### config.mk
export PLATFORM = sky130hd
export DESIGN_NAME = tilt_activity_classifier_flat
export DESIGN_NICKNAME = d
export VERILOG_FILES = /design/src/design/tac_pkg.sv /design/src/design/tac_ifs.sv /design/src/design/tilt_activity_classifier.sv /design/src/design/tac_cfg.sv /design/src/design/tac_ctrl.sv /design/src/design/tac_dp.sv /design/src/flat_wrapper.sv
export SDC_FILE = /design/constraint.sdc
export NUM_CORES = 2
export LEC_CHECK = 0
export BUFFER_PORTS_ARGS = -buffer_cell sky130_fd_sc_hd__buf_2
export CAP_MARGIN = 0
export CORE_MARGIN = 2
export CORE_UTILIZATION = 30
export CTS_CLUSTER_SIZE = 12
export DETAILED_ROUTE_END_ITERATION = 10
export PLACE_DENSITY = 0.49
export SYNTH_ARGS = -nofsm -noshare
export SYNTH_HDL_FRONTEND = slang
export SYNTH_SLANG_ARGS = --single-unit
### constraint.sdc
create_clock -name clk -period 8.3 [get_ports clk]
set_input_delay 0.415 -clock clk [delete_from_list [all_inputs] [get_ports clk]]
set_output_delay 0.415 -clock clk [all_outputs]
set_load 0.005 [all_outputs]
### src/design/tac_pkg.sv
package tac_pkg;

  localparam int ANGLE_FRAC_BITS_DEF = 7;
  localparam int CORDIC_STEPS_DEF    = 16;

  localparam int SAMPLE_W   = 16;
  localparam int GUARD_BITS = 8;
  localparam int VEC_W      = 28;
  localparam int ACC_W      = 28;
  localparam int GAIN_W     = 17;
  localparam int GAIN_FRAC  = 16;
  localparam int PROD_W     = VEC_W + GAIN_W;
  localparam int TABLE_LEN  = 24;
  localparam int IDX_W      = 5;
  localparam int CFG_IDX_W  = 3;
  localparam int CFG_W      = 16;
  localparam int DWELL_W    = 16;
  localparam int SEC_W      = 6;
  localparam int MIN_W      = 6;
  localparam int HOUR_W     = 16;
  localparam int ROLL_W     = 16;
  localparam int PITCH_W    = 15;

  localparam int SECS_PER_MIN  = 60;
  localparam int MINS_PER_HOUR = 60;

  localparam logic signed [GAIN_W-1:0] INV_GAIN_Q16 = 17'sd39797;
  localparam logic signed [ACC_W-1:0]  DEG90_Q16    = 28'sd5898240;

  typedef enum logic [CFG_IDX_W-1:0] {
    REG_ACTIVE_THR = 3'd0,
    REG_ROLL_LO    = 3'd1,
    REG_ROLL_HI    = 3'd2,
    REG_PITCH_LO   = 3'd3,
    REG_PITCH_HI   = 3'd4
  } cfg_reg_t;

  typedef enum logic [1:0] {
    LVL_REST   = 2'd0,
    LVL_ACTIVE = 2'd1,
    LVL_HIGH   = 2'd2
  } level_t;

  typedef struct packed {
    logic signed [CFG_W-1:0] active_thr;
    logic signed [CFG_W-1:0] roll_lo;
    logic signed [CFG_W-1:0] roll_hi;
    logic signed [CFG_W-1:0] pitch_lo;
    logic signed [CFG_W-1:0] pitch_hi;
  } cfg_regs_t;

  typedef struct packed {
    logic             accept;
    logic             iter;
    logic             mul;
    logic             load_pitch;
    logic             conv;
    logic             commit;
    logic [IDX_W-1:0] step;
  } dp_cmd_t;

  // Elementary angles atan(2^-i) in degrees scaled by 2^16.
  function automatic logic signed [ACC_W-1:0] atan_deg_q16(input logic [IDX_W-1:0] idx);
    logic signed [ACC_W-1:0] v;
    unique case (idx)
      5'd0:    v = 28'sd2949120;
      5'd1:    v = 28'sd1740967;
      5'd2:    v = 28'sd919879;
      5'd3:    v = 28'sd466945;
      5'd4:    v = 28'sd234379;
      5'd5:    v = 28'sd117304;
      5'd6:    v = 28'sd58666;
      5'd7:    v = 28'sd29335;
      5'd8:    v = 28'sd14668;
      5'd9:    v = 28'sd7334;
      5'd10:   v = 28'sd3667;
      5'd11:   v = 28'sd1833;
      5'd12:   v = 28'sd917;
      5'd13:   v = 28'sd458;
      5'd14:   v = 28'sd229;
      5'd15:   v = 28'sd115;
      5'd16:   v = 28'sd57;
      5'd17:   v = 28'sd29;
      5'd18:   v = 28'sd14;
      5'd19:   v = 28'sd7;
      5'd20:   v = 28'sd4;
      5'd21:   v = 28'sd2;
      5'd22:   v = 28'sd1;
      default: v = '0;
    endcase
    return v;
  endfunction

endpackage

### src/design/tac_ifs.sv
interface tac_in_if;
  import tac_pkg::*;
  logic                       valid;
  logic                       ready;
  logic signed [SAMPLE_W-1:0] accel_x;
  logic signed [SAMPLE_W-1:0] accel_y;
  logic signed [SAMPLE_W-1:0] accel_z;
  modport source (output valid, accel_x, accel_y, accel_z, input ready);
  modport sink   (input valid, accel_x, accel_y, accel_z, output ready);
endinterface

interface tac_out_if;
  import tac_pkg::*;
  logic                      valid;
  logic                      ready;
  logic [1:0]                activity_level;
  logic [DWELL_W-1:0]        dwell_seconds;
  logic signed [ROLL_W-1:0]  roll_angle;
  logic signed [PITCH_W-1:0] pitch_angle;
  logic [SEC_W-1:0]          elapsed_seconds;
  logic [MIN_W-1:0]          elapsed_minutes;
  logic [HOUR_W-1:0]         elapsed_hours;
  modport source (output valid, activity_level, dwell_seconds, roll_angle, pitch_angle,
                  elapsed_seconds, elapsed_minutes, elapsed_hours, input ready);
  modport sink   (input valid, activity_level, dwell_seconds, roll_angle, pitch_angle,
                  elapsed_seconds, elapsed_minutes, elapsed_hours, output ready);
endinterface

interface tac_cfg_if;
  import tac_pkg::*;
  logic                 valid;
  logic                 ready;
  logic [CFG_IDX_W-1:0] index;
  logic [CFG_W-1:0]     data;
  modport source (output valid, index, data, input ready);
  modport sink   (input valid, index, data, output ready);
endinterface

### src/design/tilt_activity_classifier.sv
// Channel   Interface   Role    Beat moves
// in_s      tac_in_if   sink    one sample: accel_x, accel_y, accel_z
// out_s     tac_out_if  source  one result: class, dwell, roll, pitch, elapsed clock
// cfg_s     tac_cfg_if  sink    one register write: index, data
//
// The next sample is accepted only once the previous one is committed; the single shared
// CORDIC stage runs CORDIC_STEPS iterations for roll and again for pitch, with one gain
// multiply in between.
// Reset is synchronous on rst_n and restores the register defaults, the dwell count and
// the elapsed clock. Configuration writes are taken in every cycle.
// A new sample is accepted while the previous result waits on out_s; a sample only
// holds in its last cycle if the result before it has still not been taken.
module tilt_activity_classifier #(
  parameter int ANGLE_FRAC_BITS = tac_pkg::ANGLE_FRAC_BITS_DEF,
  parameter int CORDIC_STEPS    = tac_pkg::CORDIC_STEPS_DEF
) (
  input logic       clk,
  input logic       rst_n,
  tac_in_if.sink    in_s,
  tac_out_if.source out_s,
  tac_cfg_if.sink   cfg_s
);
  import tac_pkg::*;

  dp_cmd_t   cmd;
  logic      out_free;
  cfg_regs_t cfg_regs;

  assign cfg_s.ready = 1'b1;

  tac_cfg #(
    .ANGLE_FRAC_BITS(ANGLE_FRAC_BITS)
  ) u_cfg (
    .clk     (clk),
    .rst_n   (rst_n),
    .wr_en   (cfg_s.valid && cfg_s.ready),
    .wr_idx  (cfg_s.index),
    .wr_data (cfg_s.data),
    .regs    (cfg_regs)
  );

  tac_ctrl #(
    .CORDIC_STEPS(CORDIC_STEPS)
  ) u_ctrl (
    .clk      (clk),
    .rst_n    (rst_n),
    .in_valid (in_s.valid),
    .in_ready (in_s.ready),
    .out_free (out_free),
    .cmd      (cmd)
  );

  tac_dp #(
    .ANGLE_FRAC_BITS(ANGLE_FRAC_BITS)
  ) u_dp (
    .clk       (clk),
    .rst_n     (rst_n),
    .cmd       (cmd),
    .out_free  (out_free),
    .in_x      (in_s.accel_x),
    .in_y      (in_s.accel_y),
    .in_z      (in_s.accel_z),
    .cfg       (cfg_regs),
    .out_valid (out_s.valid),
    .out_ready (out_s.ready),
    .out_level (out_s.activity_level),
    .out_dwell (out_s.dwell_seconds),
    .out_roll  (out_s.roll_angle),
    .out_pitch (out_s.pitch_angle),
    .out_sec   (out_s.elapsed_seconds),
    .out_min   (out_s.elapsed_minutes),
    .out_hour  (out_s.elapsed_hours)
  );

endmodule

### src/design/tac_cfg.sv
module tac_cfg #(
  parameter int ANGLE_FRAC_BITS = tac_pkg::ANGLE_FRAC_BITS_DEF
) (
  input  logic                           clk,
  input  logic                           rst_n,
  input  logic                           wr_en,
  input  logic [tac_pkg::CFG_IDX_W-1:0]  wr_idx,
  input  logic [tac_pkg::CFG_W-1:0]      wr_data,
  output tac_pkg::cfg_regs_t             regs
);
  import tac_pkg::*;

  localparam logic signed [CFG_W-1:0] ACT_RST      = CFG_W'(10 << ANGLE_FRAC_BITS);
  localparam logic signed [CFG_W-1:0] ROLL_LO_RST  = CFG_W'(-(5 << ANGLE_FRAC_BITS));
  localparam logic signed [CFG_W-1:0] ROLL_HI_RST  = CFG_W'(2 << ANGLE_FRAC_BITS);
  localparam logic signed [CFG_W-1:0] PITCH_LO_RST = CFG_W'(-(3 << ANGLE_FRAC_BITS));
  localparam logic signed [CFG_W-1:0] PITCH_HI_RST = CFG_W'(3 << ANGLE_FRAC_BITS);

  cfg_regs_t regs_r, regs_nxt;

  always_comb begin
    regs_nxt = regs_r;
    if (wr_en) begin
      unique case (wr_idx)
        REG_ACTIVE_THR: regs_nxt.active_thr = wr_data;
        REG_ROLL_LO:    regs_nxt.roll_lo    = wr_data;
        REG_ROLL_HI:    regs_nxt.roll_hi    = wr_data;
        REG_PITCH_LO:   regs_nxt.pitch_lo   = wr_data;
        REG_PITCH_HI:   regs_nxt.pitch_hi   = wr_data;
        default:        regs_nxt = regs_r;
      endcase
    end
  end

  always_ff @(posedge clk) begin
    if (!rst_n) begin
      regs_r.active_thr <= ACT_RST;
      regs_r.roll_lo    <= ROLL_LO_RST;
      regs_r.roll_hi    <= ROLL_HI_RST;
      regs_r.pitch_lo   <= PITCH_LO_RST;
      regs_r.pitch_hi   <= PITCH_HI_RST;
    end else begin
      regs_r <= regs_nxt;
    end
  end

  assign regs = regs_r;

endmodule

### src/design/tac_ctrl.sv
module tac_ctrl #(
  parameter int CORDIC_STEPS = tac_pkg::CORDIC_STEPS_DEF
) (
  input  logic             clk,
  input  logic             rst_n,
  input  logic             in_valid,
  output logic             in_ready,
  input  logic             out_free,
  output tac_pkg::dp_cmd_t cmd
);
  import tac_pkg::*;

  localparam int STEP_W = $clog2(CORDIC_STEPS);
  localparam logic [STEP_W-1:0] LAST_STEP = STEP_W'(CORDIC_STEPS - 1);

  typedef enum logic [6:0] {
    S_IDLE   = 7'b0000001,
    S_ROLL   = 7'b0000010,
    S_MUL    = 7'b0000100,
    S_PLOAD  = 7'b0001000,
    S_PITCH  = 7'b0010000,
    S_CONV   = 7'b0100000,
    S_COMMIT = 7'b1000000
  } state_t;

  state_t            state_r, state_nxt;
  logic [STEP_W-1:0] step_r, step_nxt;
  logic              in_fire;

  assign in_ready = (state_r == S_IDLE);
  assign in_fire  = in_valid && in_ready;

  always_comb begin
    state_nxt = state_r;
    step_nxt  = step_r;
    unique case (state_r)
      S_IDLE: begin
        if (in_valid) begin
          state_nxt = S_ROLL;
          step_nxt  = '0;
        end
      end
      S_ROLL: begin
        if (step_r == LAST_STEP) begin
          state_nxt = S_MUL;
        end else begin
          step_nxt = step_r + STEP_W'(1);
        end
      end
      S_MUL: state_nxt = S_PLOAD;
      S_PLOAD: begin
        state_nxt = S_PITCH;
        step_nxt  = '0;
      end
      S_PITCH: begin
        if (step_r == LAST_STEP) begin
          state_nxt = S_CONV;
        end else begin
          step_nxt = step_r + STEP_W'(1);
        end
      end
      S_CONV: state_nxt = S_COMMIT;
      S_COMMIT: begin
        if (out_free) begin
          state_nxt = S_IDLE;
        end
      end
      default: state_nxt = S_IDLE;
    endcase
  end

  always_ff @(posedge clk) begin
    if (!rst_n) begin
      state_r <= S_IDLE;
      step_r  <= '0;
    end else begin
      state_r <= state_nxt;
      step_r  <= step_nxt;
    end
  end

  always_comb begin
    cmd.accept     = in_fire;
    cmd.iter       = (state_r == S_ROLL) || (state_r == S_PITCH);
    cmd.mul        = (state_r == S_MUL);
    cmd.load_pitch = (state_r == S_PLOAD);
    cmd.conv       = (state_r == S_CONV);
    cmd.commit     = (state_r == S_COMMIT) && out_free;
    cmd.step       = IDX_W'(step_r);
  end

  a_accept_starts_roll: assert property (@(posedge clk) disable iff (!rst_n)
    in_fire |=> (state_r == S_ROLL) && (step_r == '0))
    else $error("accepted beat did not start the roll iterations");

  a_pitch_ends_in_conv: assert property (@(posedge clk) disable iff (!rst_n)
    (state_r == S_PITCH) && (step_r == LAST_STEP) |=> (state_r == S_CONV))
    else $error("pitch iterations did not hand over to conversion");

endmodule

### src/design/tac_dp.sv
module tac_dp #(
  parameter int ANGLE_FRAC_BITS = tac_pkg::ANGLE_FRAC_BITS_DEF
) (
  input  logic                                clk,
  input  logic                                rst_n,
  input  tac_pkg::dp_cmd_t                    cmd,
  output logic                                out_free,
  input  logic signed [tac_pkg::SAMPLE_W-1:0] in_x,
  input  logic signed [tac_pkg::SAMPLE_W-1:0] in_y,
  input  logic signed [tac_pkg::SAMPLE_W-1:0] in_z,
  input  tac_pkg::cfg_regs_t                  cfg,
  output logic                                out_valid,
  input  logic                                out_ready,
  output logic [1:0]                          out_level,
  output logic [tac_pkg::DWELL_W-1:0]         out_dwell,
  output logic signed [tac_pkg::ROLL_W-1:0]   out_roll,
  output logic signed [tac_pkg::PITCH_W-1:0]  out_pitch,
  output logic [tac_pkg::SEC_W-1:0]           out_sec,
  output logic [tac_pkg::MIN_W-1:0]           out_min,
  output logic [tac_pkg::HOUR_W-1:0]          out_hour
);
  import tac_pkg::*;

  localparam int SHIFT = 16 - ANGLE_FRAC_BITS;
  localparam logic signed [ACC_W-1:0] ROUND_HALF = ACC_W'(1 << (SHIFT - 1));
  localparam logic signed [ACC_W-1:0] ROLL_LIM   = ACC_W'(180 << ANGLE_FRAC_BITS);
  localparam logic signed [ACC_W-1:0] PITCH_LIM  = ACC_W'(90 << ANGLE_FRAC_BITS);

  typedef struct packed {
    logic signed [VEC_W-1:0] x;
    logic signed [VEC_W-1:0] y;
    logic signed [ACC_W-1:0] acc;
    logic                    zero;
  } vec_t;

  function automatic logic signed [VEC_W-1:0] scale_in(input logic signed [SAMPLE_W-1:0] s);
    logic signed [VEC_W-1:0] w;
    w = VEC_W'(s);
    return w <<< GUARD_BITS;
  endfunction

  // Left half-plane vectors are turned by a quarter turn first.
  function automatic vec_t prep(input logic signed [VEC_W-1:0] px,
                                input logic signed [VEC_W-1:0] py);
    vec_t r;
    r.zero = (px == '0) && (py == '0);
    r.x    = px;
    r.y    = py;
    r.acc  = '0;
    if (px < 0) begin
      if (py >= 0) begin
        r.x   = py;
        r.y   = -px;
        r.acc = DEG90_Q16;
      end else begin
        r.x   = -py;
        r.y   = px;
        r.acc = -DEG90_Q16;
      end
    end
    return r;
  endfunction

  function automatic logic signed [ACC_W-1:0] to_deg(input logic signed [ACC_W-1:0] a,
                                                     input logic signed [ACC_W-1:0] lim);
    logic signed [ACC_W-1:0] r;
    r = (a + ROUND_HALF) >>> SHIFT;
    if (r > lim) begin
      r = lim;
    end
    if (r < -lim) begin
      r = -lim;
    end
    return r;
  endfunction

  logic signed [VEC_W-1:0]    x_r, x_nxt, y_r, y_nxt;
  logic signed [ACC_W-1:0]    acc_r, acc_nxt, roll_acc_r, roll_acc_nxt;
  logic                       zero_r, zero_nxt;
  logic signed [SAMPLE_W-1:0] ax_r, ax_nxt;
  logic signed [PROD_W-1:0]   prod_r, prod_nxt;
  logic signed [ACC_W-1:0]    roll_deg_r, roll_deg_nxt, pitch_deg_r, pitch_deg_nxt;
  logic signed [VEC_W-1:0]    horiz, xs, ys;
  logic signed [ACC_W-1:0]    step_angle;
  vec_t                       roll_prep, pitch_prep;

  level_t                     last_r, last_nxt, level;
  logic [DWELL_W-1:0]         dwell_r, dwell_nxt;
  logic [SEC_W-1:0]           sec_r, sec_nxt;
  logic [MIN_W-1:0]           min_r, min_nxt;
  logic [HOUR_W-1:0]          hour_r, hour_nxt;
  logic                       out_valid_r, out_valid_nxt;
  logic [1:0]                 o_level_r, o_level_nxt;
  logic [DWELL_W-1:0]         o_dwell_r, o_dwell_nxt;
  logic signed [ROLL_W-1:0]   o_roll_r, o_roll_nxt;
  logic signed [PITCH_W-1:0]  o_pitch_r, o_pitch_nxt;
  logic [SEC_W-1:0]           o_sec_r, o_sec_nxt;
  logic [MIN_W-1:0]           o_min_r, o_min_nxt;
  logic [HOUR_W-1:0]          o_hour_r, o_hour_nxt;

  assign horiz      = prod_r[VEC_W+GAIN_FRAC-1:GAIN_FRAC];
  assign roll_prep  = prep(scale_in(in_z), scale_in(in_y));
  assign pitch_prep = prep(horiz, -scale_in(ax_r));
  assign xs         = x_r >>> cmd.step;
  assign ys         = y_r >>> cmd.step;
  assign step_angle = atan_deg_q16(cmd.step);

  always_comb begin
    x_nxt    = x_r;
    y_nxt    = y_r;
    acc_nxt  = acc_r;
    zero_nxt = zero_r;
    ax_nxt   = ax_r;
    priority if (cmd.accept) begin
      x_nxt    = roll_prep.x;
      y_nxt    = roll_prep.y;
      acc_nxt  = roll_prep.acc;
      zero_nxt = roll_prep.zero;
      ax_nxt   = in_x;
    end else if (cmd.load_pitch) begin
      x_nxt    = pitch_prep.x;
      y_nxt    = pitch_prep.y;
      acc_nxt  = pitch_prep.acc;
      zero_nxt = pitch_prep.zero;
    end else if (cmd.iter) begin
      if (!y_r[VEC_W-1]) begin
        x_nxt   = x_r + ys;
        y_nxt   = y_r - xs;
        acc_nxt = acc_r + step_angle;
      end else begin
        x_nxt   = x_r - ys;
        y_nxt   = y_r + xs;
        acc_nxt = acc_r - step_angle;
      end
    end else begin
      x_nxt = x_r;
    end
  end

  always_comb begin
    prod_nxt      = prod_r;
    roll_acc_nxt  = roll_acc_r;
    roll_deg_nxt  = roll_deg_r;
    pitch_deg_nxt = pitch_deg_r;
    if (cmd.mul) begin
      prod_nxt     = x_r * INV_GAIN_Q16;
      roll_acc_nxt = zero_r ? '0 : acc_r;
    end
    if (cmd.conv) begin
      roll_deg_nxt  = to_deg(roll_acc_r, ROLL_LIM);
      pitch_deg_nxt = to_deg(zero_r ? '0 : acc_r, PITCH_LIM);
    end
  end

  always_comb begin
    priority if ((roll_deg_r > cfg.active_thr) || (pitch_deg_r > cfg.active_thr)) begin
      level = LVL_HIGH;
    end else if ((roll_deg_r > cfg.roll_lo) && (roll_deg_r < cfg.roll_hi) &&
                 (pitch_deg_r > cfg.pitch_lo) && (pitch_deg_r < cfg.pitch_hi)) begin
      level = LVL_REST;
    end else begin
      level = LVL_ACTIVE;
    end
  end

  always_comb begin
    last_nxt = last_r;
    dwell_nxt = dwell_r;
    sec_nxt  = sec_r;
    min_nxt  = min_r;
    hour_nxt = hour_r;
    if (cmd.commit) begin
      last_nxt = level;
      if (level != last_r) begin
        dwell_nxt = DWELL_W'(1);
      end else if (dwell_r != '1) begin
        dwell_nxt = dwell_r + DWELL_W'(1);
      end
      if (sec_r == SEC_W'(SECS_PER_MIN - 1)) begin
        sec_nxt = '0;
        if (min_r == MIN_W'(MINS_PER_HOUR - 1)) begin
          min_nxt = '0;
          if (hour_r != '1) begin
            hour_nxt = hour_r + HOUR_W'(1);
          end
        end else begin
          min_nxt = min_r + MIN_W'(1);
        end
      end else begin
        sec_nxt = sec_r + SEC_W'(1);
      end
    end
  end

  always_comb begin
    o_level_nxt = o_level_r;
    o_dwell_nxt = o_dwell_r;
    o_roll_nxt  = o_roll_r;
    o_pitch_nxt = o_pitch_r;
    o_sec_nxt   = o_sec_r;
    o_min_nxt   = o_min_r;
    o_hour_nxt  = o_hour_r;
    priority if (cmd.commit) begin
      out_valid_nxt = 1'b1;
      o_level_nxt   = level;
      o_dwell_nxt   = dwell_nxt;
      o_roll_nxt    = roll_deg_r[ROLL_W-1:0];
      o_pitch_nxt   = pitch_deg_r[PITCH_W-1:0];
      o_sec_nxt     = sec_nxt;
      o_min_nxt     = min_nxt;
      o_hour_nxt    = hour_nxt;
    end else if (out_ready) begin
      out_valid_nxt = 1'b0;
    end else begin
      out_valid_nxt = out_valid_r;
    end
  end

  always_ff @(posedge clk) begin
    x_r         <= x_nxt;
    y_r         <= y_nxt;
    acc_r       <= acc_nxt;
    zero_r      <= zero_nxt;
    ax_r        <= ax_nxt;
    prod_r      <= prod_nxt;
    roll_acc_r  <= roll_acc_nxt;
    roll_deg_r  <= roll_deg_nxt;
    pitch_deg_r <= pitch_deg_nxt;
    o_level_r   <= o_level_nxt;
    o_dwell_r   <= o_dwell_nxt;
    o_roll_r    <= o_roll_nxt;
    o_pitch_r   <= o_pitch_nxt;
    o_sec_r     <= o_sec_nxt;
    o_min_r     <= o_min_nxt;
    o_hour_r    <= o_hour_nxt;
  end

  always_ff @(posedge clk) begin
    if (!rst_n) begin
      last_r      <= LVL_REST;
      dwell_r     <= '0;
      sec_r       <= '0;
      min_r       <= '0;
      hour_r      <= '0;
      out_valid_r <= 1'b0;
    end else begin
      last_r      <= last_nxt;
      dwell_r     <= dwell_nxt;
      sec_r       <= sec_nxt;
      min_r       <= min_nxt;
      hour_r      <= hour_nxt;
      out_valid_r <= out_valid_nxt;
    end
  end

  assign out_free  = !out_valid_r || out_ready;
  assign out_valid = out_valid_r;
  assign out_level = o_level_r;
  assign out_dwell = o_dwell_r;
  assign out_roll  = o_roll_r;
  assign out_pitch = o_pitch_r;
  assign out_sec   = o_sec_r;
  assign out_min   = o_min_r;
  assign out_hour  = o_hour_r;

  a_commit_loads_result: assert property (@(posedge clk) disable iff (!rst_n)
    cmd.commit |=> out_valid_r && (dwell_r != '0) && (o_dwell_r == dwell_r))
    else $error("committed sample did not reach the output register");

  a_clock_in_range: assert property (@(posedge clk) disable iff (!rst_n)
    (sec_r < SEC_W'(SECS_PER_MIN)) && (min_r < MIN_W'(MINS_PER_HOUR)))
    else $error("elapsed clock left its range");

endmodule

### src/flat_wrapper.sv
// flat-port wrapper written by rule: the top's interface ports become plain ports
module tilt_activity_classifier_flat import tac_pkg::*;
#(
  parameter int ANGLE_FRAC_BITS = tac_pkg::ANGLE_FRAC_BITS_DEF,
  parameter int CORDIC_STEPS    = tac_pkg::CORDIC_STEPS_DEF
)
  (clk, rst_n, in_s_valid, in_s_accel_x, in_s_accel_y, in_s_accel_z, in_s_ready, out_s_valid, out_s_activity_level, out_s_dwell_seconds, out_s_roll_angle, out_s_pitch_angle, out_s_elapsed_seconds, out_s_elapsed_minutes, out_s_elapsed_hours, out_s_ready, cfg_s_valid, cfg_s_index, cfg_s_data, cfg_s_ready);
  tac_in_if in_s_i ();
  tac_out_if out_s_i ();
  tac_cfg_if cfg_s_i ();
  input logic clk;
  input logic rst_n;
  input wire logic [$bits(in_s_i.valid)-1:0] in_s_valid;
  input wire logic [$bits(in_s_i.accel_x)-1:0] in_s_accel_x;
  input wire logic [$bits(in_s_i.accel_y)-1:0] in_s_accel_y;
  input wire logic [$bits(in_s_i.accel_z)-1:0] in_s_accel_z;
  output wire logic [$bits(in_s_i.ready)-1:0] in_s_ready;
  output wire logic [$bits(out_s_i.valid)-1:0] out_s_valid;
  output wire logic [$bits(out_s_i.activity_level)-1:0] out_s_activity_level;
  output wire logic [$bits(out_s_i.dwell_seconds)-1:0] out_s_dwell_seconds;
  output wire logic [$bits(out_s_i.roll_angle)-1:0] out_s_roll_angle;
  output wire logic [$bits(out_s_i.pitch_angle)-1:0] out_s_pitch_angle;
  output wire logic [$bits(out_s_i.elapsed_seconds)-1:0] out_s_elapsed_seconds;
  output wire logic [$bits(out_s_i.elapsed_minutes)-1:0] out_s_elapsed_minutes;
  output wire logic [$bits(out_s_i.elapsed_hours)-1:0] out_s_elapsed_hours;
  input wire logic [$bits(out_s_i.ready)-1:0] out_s_ready;
  input wire logic [$bits(cfg_s_i.valid)-1:0] cfg_s_valid;
  input wire logic [$bits(cfg_s_i.index)-1:0] cfg_s_index;
  input wire logic [$bits(cfg_s_i.data)-1:0] cfg_s_data;
  output wire logic [$bits(cfg_s_i.ready)-1:0] cfg_s_ready;
  assign in_s_i.valid = in_s_valid;
  assign in_s_i.accel_x = in_s_accel_x;
  assign in_s_i.accel_y = in_s_accel_y;
  assign in_s_i.accel_z = in_s_accel_z;
  assign in_s_ready = in_s_i.ready;
  assign out_s_valid = out_s_i.valid;
  assign out_s_activity_level = out_s_i.activity_level;
  assign out_s_dwell_seconds = out_s_i.dwell_seconds;
  assign out_s_roll_angle = out_s_i.roll_angle;
  assign out_s_pitch_angle = out_s_i.pitch_angle;
  assign out_s_elapsed_seconds = out_s_i.elapsed_seconds;
  assign out_s_elapsed_minutes = out_s_i.elapsed_minutes;
  assign out_s_elapsed_hours = out_s_i.elapsed_hours;
  assign out_s_i.ready = out_s_ready;
  assign cfg_s_i.valid = cfg_s_valid;
  assign cfg_s_i.index = cfg_s_index;
  assign cfg_s_i.data = cfg_s_data;
  assign cfg_s_ready = cfg_s_i.ready;
  tilt_activity_classifier #(.ANGLE_FRAC_BITS(ANGLE_FRAC_BITS), .CORDIC_STEPS(CORDIC_STEPS)) u_core (.clk(clk), .rst_n(rst_n), .in_s(in_s_i), .out_s(out_s_i), .cfg_s(cfg_s_i));
endmodule
Word-level counts from Yosys, hierarchy flattened
Memories as Yosys holds them, arrays and structs flattened. A register that Yosys moved wholly into a read port is not among the register bits. Index checks and enable logic that the tools add are counted.

Eq/ne operators: 22. Add/sub/neg operators: 18. Magnitude comparators: 14. Shift operators: 2. Reduce and logical (&&, ||, !) cells: 28. Muxes and demuxes: 49. $mul: 1.

Operators by type and width (number): $mux W28 (17); $mux W84 (4); $gt A28 B16 Y1 (4); $logic_not A28 Y1 (4); $mux W16 (7); $add A28 B28 Y28 (3); $neg A24 Y28 (3); $sub A28 B28 Y28 (3); $add A28 B10 Y28 const B (2); $lt A28 B16 Y1 (2); $neg A28 Y28 (2); $sshr A28 B4 Y28 (2); $pmux W7 S7 (1); $mul A28 B17 Y44 const B (1); $add A16 B1 Y16 const B (2); $ne A16 B16 Y1 const B (2); $mux W6 (5); $ge A28 B1 Y1 const B (1); $lt A28 B1 Y1 const B (1); $lt A28 B15 Y1 const B (1); $lt A28 B16 Y1 const B (1); $mux W7 (4); $ge A24 B1 Y1 const B (1); $lt A24 B1 Y1 const B (1); 33 further kinds (60).

Memories: 1. Logic and storage cells: 164. Output and inout port bits: 80. Input bits: 72. Register bits: 444. Memory bits (read-only): 704.

Memories: (name not given) (words 32, bits a word 22, read ports 1, clocked after Yosys merged registers in 1, wr ports 0, RTL line tac_pkg.sv:65) `unique case (idx)`.

Logic depth before layout (Yosys ltp)
Depth after elaboration: 9. Depth in mapped cells: 26. Depth with buffers taken out: 23.

By module
A second synthesis with hierarchy kept.

Cell total of the unflattened synthesis: 4386. Area total of the unflattened synthesis: 41240.8 µm².

Modules (own cells, without submodules): tac_dp (sequential area each 8868.5 µm², area each 37432.2 µm², instances 1, cells each 4008); tac_cfg (sequential area each 1601.5 µm², area each 3071.7 µm², instances 1, cells each 292); tac_ctrl (sequential area each 220.2 µm², area each 725.7 µm², instances 1, cells each 84); tilt_activity_classifier (sequential area each 0.0 µm², area each 11.3 µm², instances 1, cells each 2).

Worst setup path before layout
Ideal clock, no wire load.

Path type: register -> register. Start point: reg u_core.u_dp.x_r[8]. End point: reg u_core.u_dp.prod_r[43], data pin. Stages on the path, launching flop included: 23. Setup time: 0.258 ns. Arrival time: 5.886 ns. Data required time: 8.042 ns. Path buffers: 0. Slack: 2.156 ns. Cells stage by stage: edfxtp_1 ha_1 xor2_1 ha_1 inv_1 fa_1 inv_1 fa_1 fa_1 inv_1 fa_1 inv_1 ha_1 nand2_1 or4_1 a31oi_1 a41o_1 a21o_1 o21ai_0 o2111ai_1 o31ai_1 o21bai_1 xnor2_1.

Word-level cells in the longest chain between the ends: 1.

Ends and longest elaborated chain: start: declaration (RTL line tac_dp.sv:77) `logic signed [VEC_W-1:0] x_r, x_nxt, y_r, y_nxt;`; start signal: assignment (RTL line tac_dp.sv:220) `x_r <= x_nxt;`; $mul A28 B17 Y44 (RTL line tac_dp.sv:146) `prod_nxt = x_r * INV_GAIN_Q16;`; end signal: assignment (RTL line tac_dp.sv:225) `prod_r <= prod_nxt;`; end: declaration (RTL line tac_dp.sv:81) `logic signed [PROD_W-1:0] prod_r, prod_nxt;`.

No other way between the ends. A chain may end at the register's enable or synchronous reset.

Worst setup path after layout
Ends and elaborated chain as after synthesis.

==> impl_metrics.yaml <==
placed_design:
  globalplace.congestion: 0.878
  io_buffers: 150
  place_inst: 5961
  dpl.hpwl_um: 92100
clock_network:
  clockRootBuffer: "clkbuf_16"
  cts_resized: 0
  hold_buffers: 16
  htreeDepth: 2
  clock_latency_ns: 0.65
  clock-sinks: 424
  cts.path.max_buffers: 3
  clk_pin_slew_ns: 0.06
  post-cts-setup-buffers: 0
  cts_buffers: 51
  cts_tree: "yes"
sta:
  fmax_ghz: 0.143
  rsz0062_at_grt: "false"
  fin_worst_skew_ns: 0.0446
  finalHoldViolations: 0
  tns_ns: 0
  max_slew_margin: 0.272
  period_needed_ns: 7.01
  min_period_over_period: 0.845
  finalSetupViolations: 0
  tightest_slew_ns: 1.09
  whs_ns: 0.102
  final_max_slew_viol_count: 0
die:
  dieArea_mm2: 0.134
  row_count: 132
  core_mm2: 0.130
  die_w_um: 366
  initial_core_util: 0.303
  num_io_pins: 152
  die_h_um: 366
route:
  drcViolationCount: 0
  drt_iter0_markers: 1831
  drt_wl_total_um: 118000
  ant_nets: 0
  routedWlPerCell_um: 19.4
  route.vias.total: 30600
  dr.pass1.iters: 6
  vias_per_cell: 5.04
global_routing:
  grt_pass1_wl_um: 183000
  grtUsageTotal: 0.173
  grt-ovfl-total: 0
  grt_max_degree: 98
  antenna_found_initial: 11
  grt_pass1_vias: 30500
layout:
  final_cell_mix: "inv_1, ha_1, nand2_1"
  stdcell_count: 6073
  antennaDiodeCount: 0
  drive_above_1_share: 0.0931
  fillCellCount: 13400
  syn2layout_area_growth_pct: 11.5
  mostFrequentLayoutCell: "inv_1"
  nets: 4986
  final_util: 0.338
critical_path:
  path_class: "reg2reg"
  reg2reg_to: "u_core.u_dp.prod_r[43]"
  worstPathCellList: "ha_1 -> xor2_1 -> ha_1 -> inv_1 -> fa_1 -> inv_1 -> fa_1 -> fa_1 -> inv_1 -> fa_1 -> inv_1 -> ha_1 -> nand2_1 -> or4_1 -> a31oi_1 -> a41o_1 -> a21o_1 -> o21ai_0 -> o2111ai_1 -> o31ai_1 -> o21bai_1 -> xnor2_1"
  cp-end-kind: "register"
  cpPeakStageDelay_ns: 0.64
  startpoint: "u_core.u_dp.x_r[8]"
  crit_path_top_delay_cell: "edfxtp_1"
  timing.rr.start: "u_core.u_dp.x_r[8]"
  cp-start-kind: "register"
  cp_max_fo: 14
  reg2reg_slack_ns: 1.29
  worstPathArrival_ns: 7.41
  worstSetupEndpoint: "u_core.u_dp.prod_r[43]"
  reg2reg_depth: 22
  crit_required_ns: 8.70
synthesis:
  synth-edff-count: 264
  syn_area_mm2: 0.0393
  yosys_most_used_dff: "edfxtp_1"
  synth_cells: 4176
  synth-simple-area-share: 0.142
  seq_area_frac_synth: 0.283
  ys_warn_count: 0
  synthMuxAreaShare: 0.0593
  synth.distinct_cells: 95
  syn-num-nets: 4874
  async_reset_ff_frac: 0
  yosys_register_bits: 424
  synth_area_per_cell_um2: 9.40
  synth_compound_area_frac: 0.143
  synth_top_family_by_area: "adder cells"
  synth_xor_area_frac: 0.0767
  synth_fa_ha_area_frac: 0.236
run:
  cap_violations: 0
status:
  status: "finished clean"
min_path:
  hp-class: "in2reg"
-- cell families (layout without fill, tap and decap cells) --
kind of cell / count (synthesis) / in the layout
adders and majority gates: 627 / 627
xor gates and xnor gates: 344 / 344
buffers and inverters: 606 / 761
muxes: 158 / 158
DFF: 424 / 424
AOI/OAI and AO/OA: 868 / 868
and+or+nand+nor: 1148 / 1148
other: 1 / 1
-- worst min path at each step --
| stage | start | endpoint | slack [ns] | cells past startpoint |
|---|---|---|---|---|
| after CTS | cfg_s_data[2] | u_core.u_cfg.regs[66] | 0.05 | 3 |
| after detailed placement | u_core.u_cfg.regs[22] | u_core.u_cfg.regs[22] | 0.46 | 2 |
| after floorplan | u_core.u_dp.pitch_deg_r[0] | u_core.u_dp.out_pitch[0] | 0.44 | 0 |
| after global placement | u_core.u_cfg.regs[39] | u_core.u_cfg.regs[39] | 0.45 | 2 |
| final | cfg_s_data[1] | u_core.u_cfg.regs[65] | 0.10 | 3 |
| after global routing | cfg_s_data[2] | u_core.u_cfg.regs[66] | 0.09 | 3 |
-- metal layers --
metal / vias to the layer above / track usage / share of wire
met5: - / 0 / 0.00066
met4: 12 / 0.0501 / 0.028
met3: 176 / 0.0268 / 0.052
met2: 718 / 0.298 / 0.48
met1: 14700 / 0.223 / 0.44
li1: 14900 / - / -
-- worst max-delay path, delay by kind of cell (launching register included) --
| kind | cells | cell delay (ns) |
|---|---|---|
| DFF | 1 | 0.64 |
| buffers and inverters | 4 | 0.22 |
| AOI/OAI and AO/OA | 7 | 1.94 |
| and+or+nand+nor | 2 | 0.62 |
| adders and majority gates | 7 | 3.12 |
| xor gates and xnor gates | 2 | 0.25 |
-- synth_stat cells, types with 11 or more instances --
master | instances | area share
inv_1 | 457 | 0.044
ha_1 | 435 | 0.14
nand2_1 | 372 | 0.036
nor2_1 | 269 | 0.026
edfxtp_1 | 264 | 0.20
a21oi_1 | 240 | 0.031
xnor2_1 | 202 | 0.045
fa_1 | 191 | 0.097
dfxtp_1 | 160 | 0.082
o21ai_0 | 156 | 0.020
xor2_1 | 142 | 0.032
clkbuf_1 | 108 | 0.010
nand3_1 | 86 | 0.011
a21o_1 | 84 | 0.016
nor3_1 | 76 | 0.0097
a21boi_0 | 69 | 0.013
mux2i_1 | 68 | 0.017
and2_1 | 55 | 0.0088
mux4_2 | 55 | 0.032
nor2b_1 | 54 | 0.0086
o211ai_1 | 43 | 0.0082
nand4_1 | 42 | 0.0067
nand2b_1 | 34 | 0.0054
a211oi_1 | 32 | 0.0061
mux2_2 | 31 | 0.0089
o31ai_1 | 30 | 0.0057
a31oi_1 | 29 | 0.0046
o21a_1 | 29 | 0.0055
nor3b_1 | 27 | 0.0052
and3_1 | 26 | 0.0041
nor4_1 | 21 | 0.0033
or4_1 | 19 | 0.0036
buf_1 | 17 | 0.0016
o22ai_1 | 17 | 0.0027
or3_1 | 17 | 0.0027
o21bai_1 | 15 | 0.0029
or2_2 | 15 | 0.0024
o21ai_1 | 12 | 0.0015
buf_2 | 11 | 0.0014
-- area by class of cell --
type | count | area, µm² | share of cell area
clock buffer | 67 | 1440 | 0.0329
clock inverter | 29 | 282 | 0.00643
inverter | 461 | 1730 | 0.0395
multi-input combinational | 3146 | 25800 | 0.590
sequential | 424 | 11100 | 0.254
tap | 1742 | 2180 | 0.0498
timing repair buffer | 204 | 1200 | 0.0274
-- sequential cells by signal, summed over array words and instances, names as in the netlist, 19 cells and up --
register	flops
u_core.u_dp.prod_r	28
u_core.u_dp.x_r	28
u_core.u_dp.y_r	28
u_core.u_dp.roll_acc_r	20
u_core.u_dp.roll_deg_r	19
u_core.u_dp.acc_r	28
u_core.u_cfg.regs	80
u_core.u_dp.step_angle	22
u_core.u_dp.pitch_deg_r	19
-- through the flow --
stage	area (µm²)	worst slack, ns
finish	43800	1.29
global placement	41900	1.27
detailed placement	41900	1.22
CTS	43800	1.22
global route	43800	0.926
floorplan	39300	2.16
Power is not shown: default switching activity piles up to over one toggle a cycle in this logic, so the estimate is an artifact.
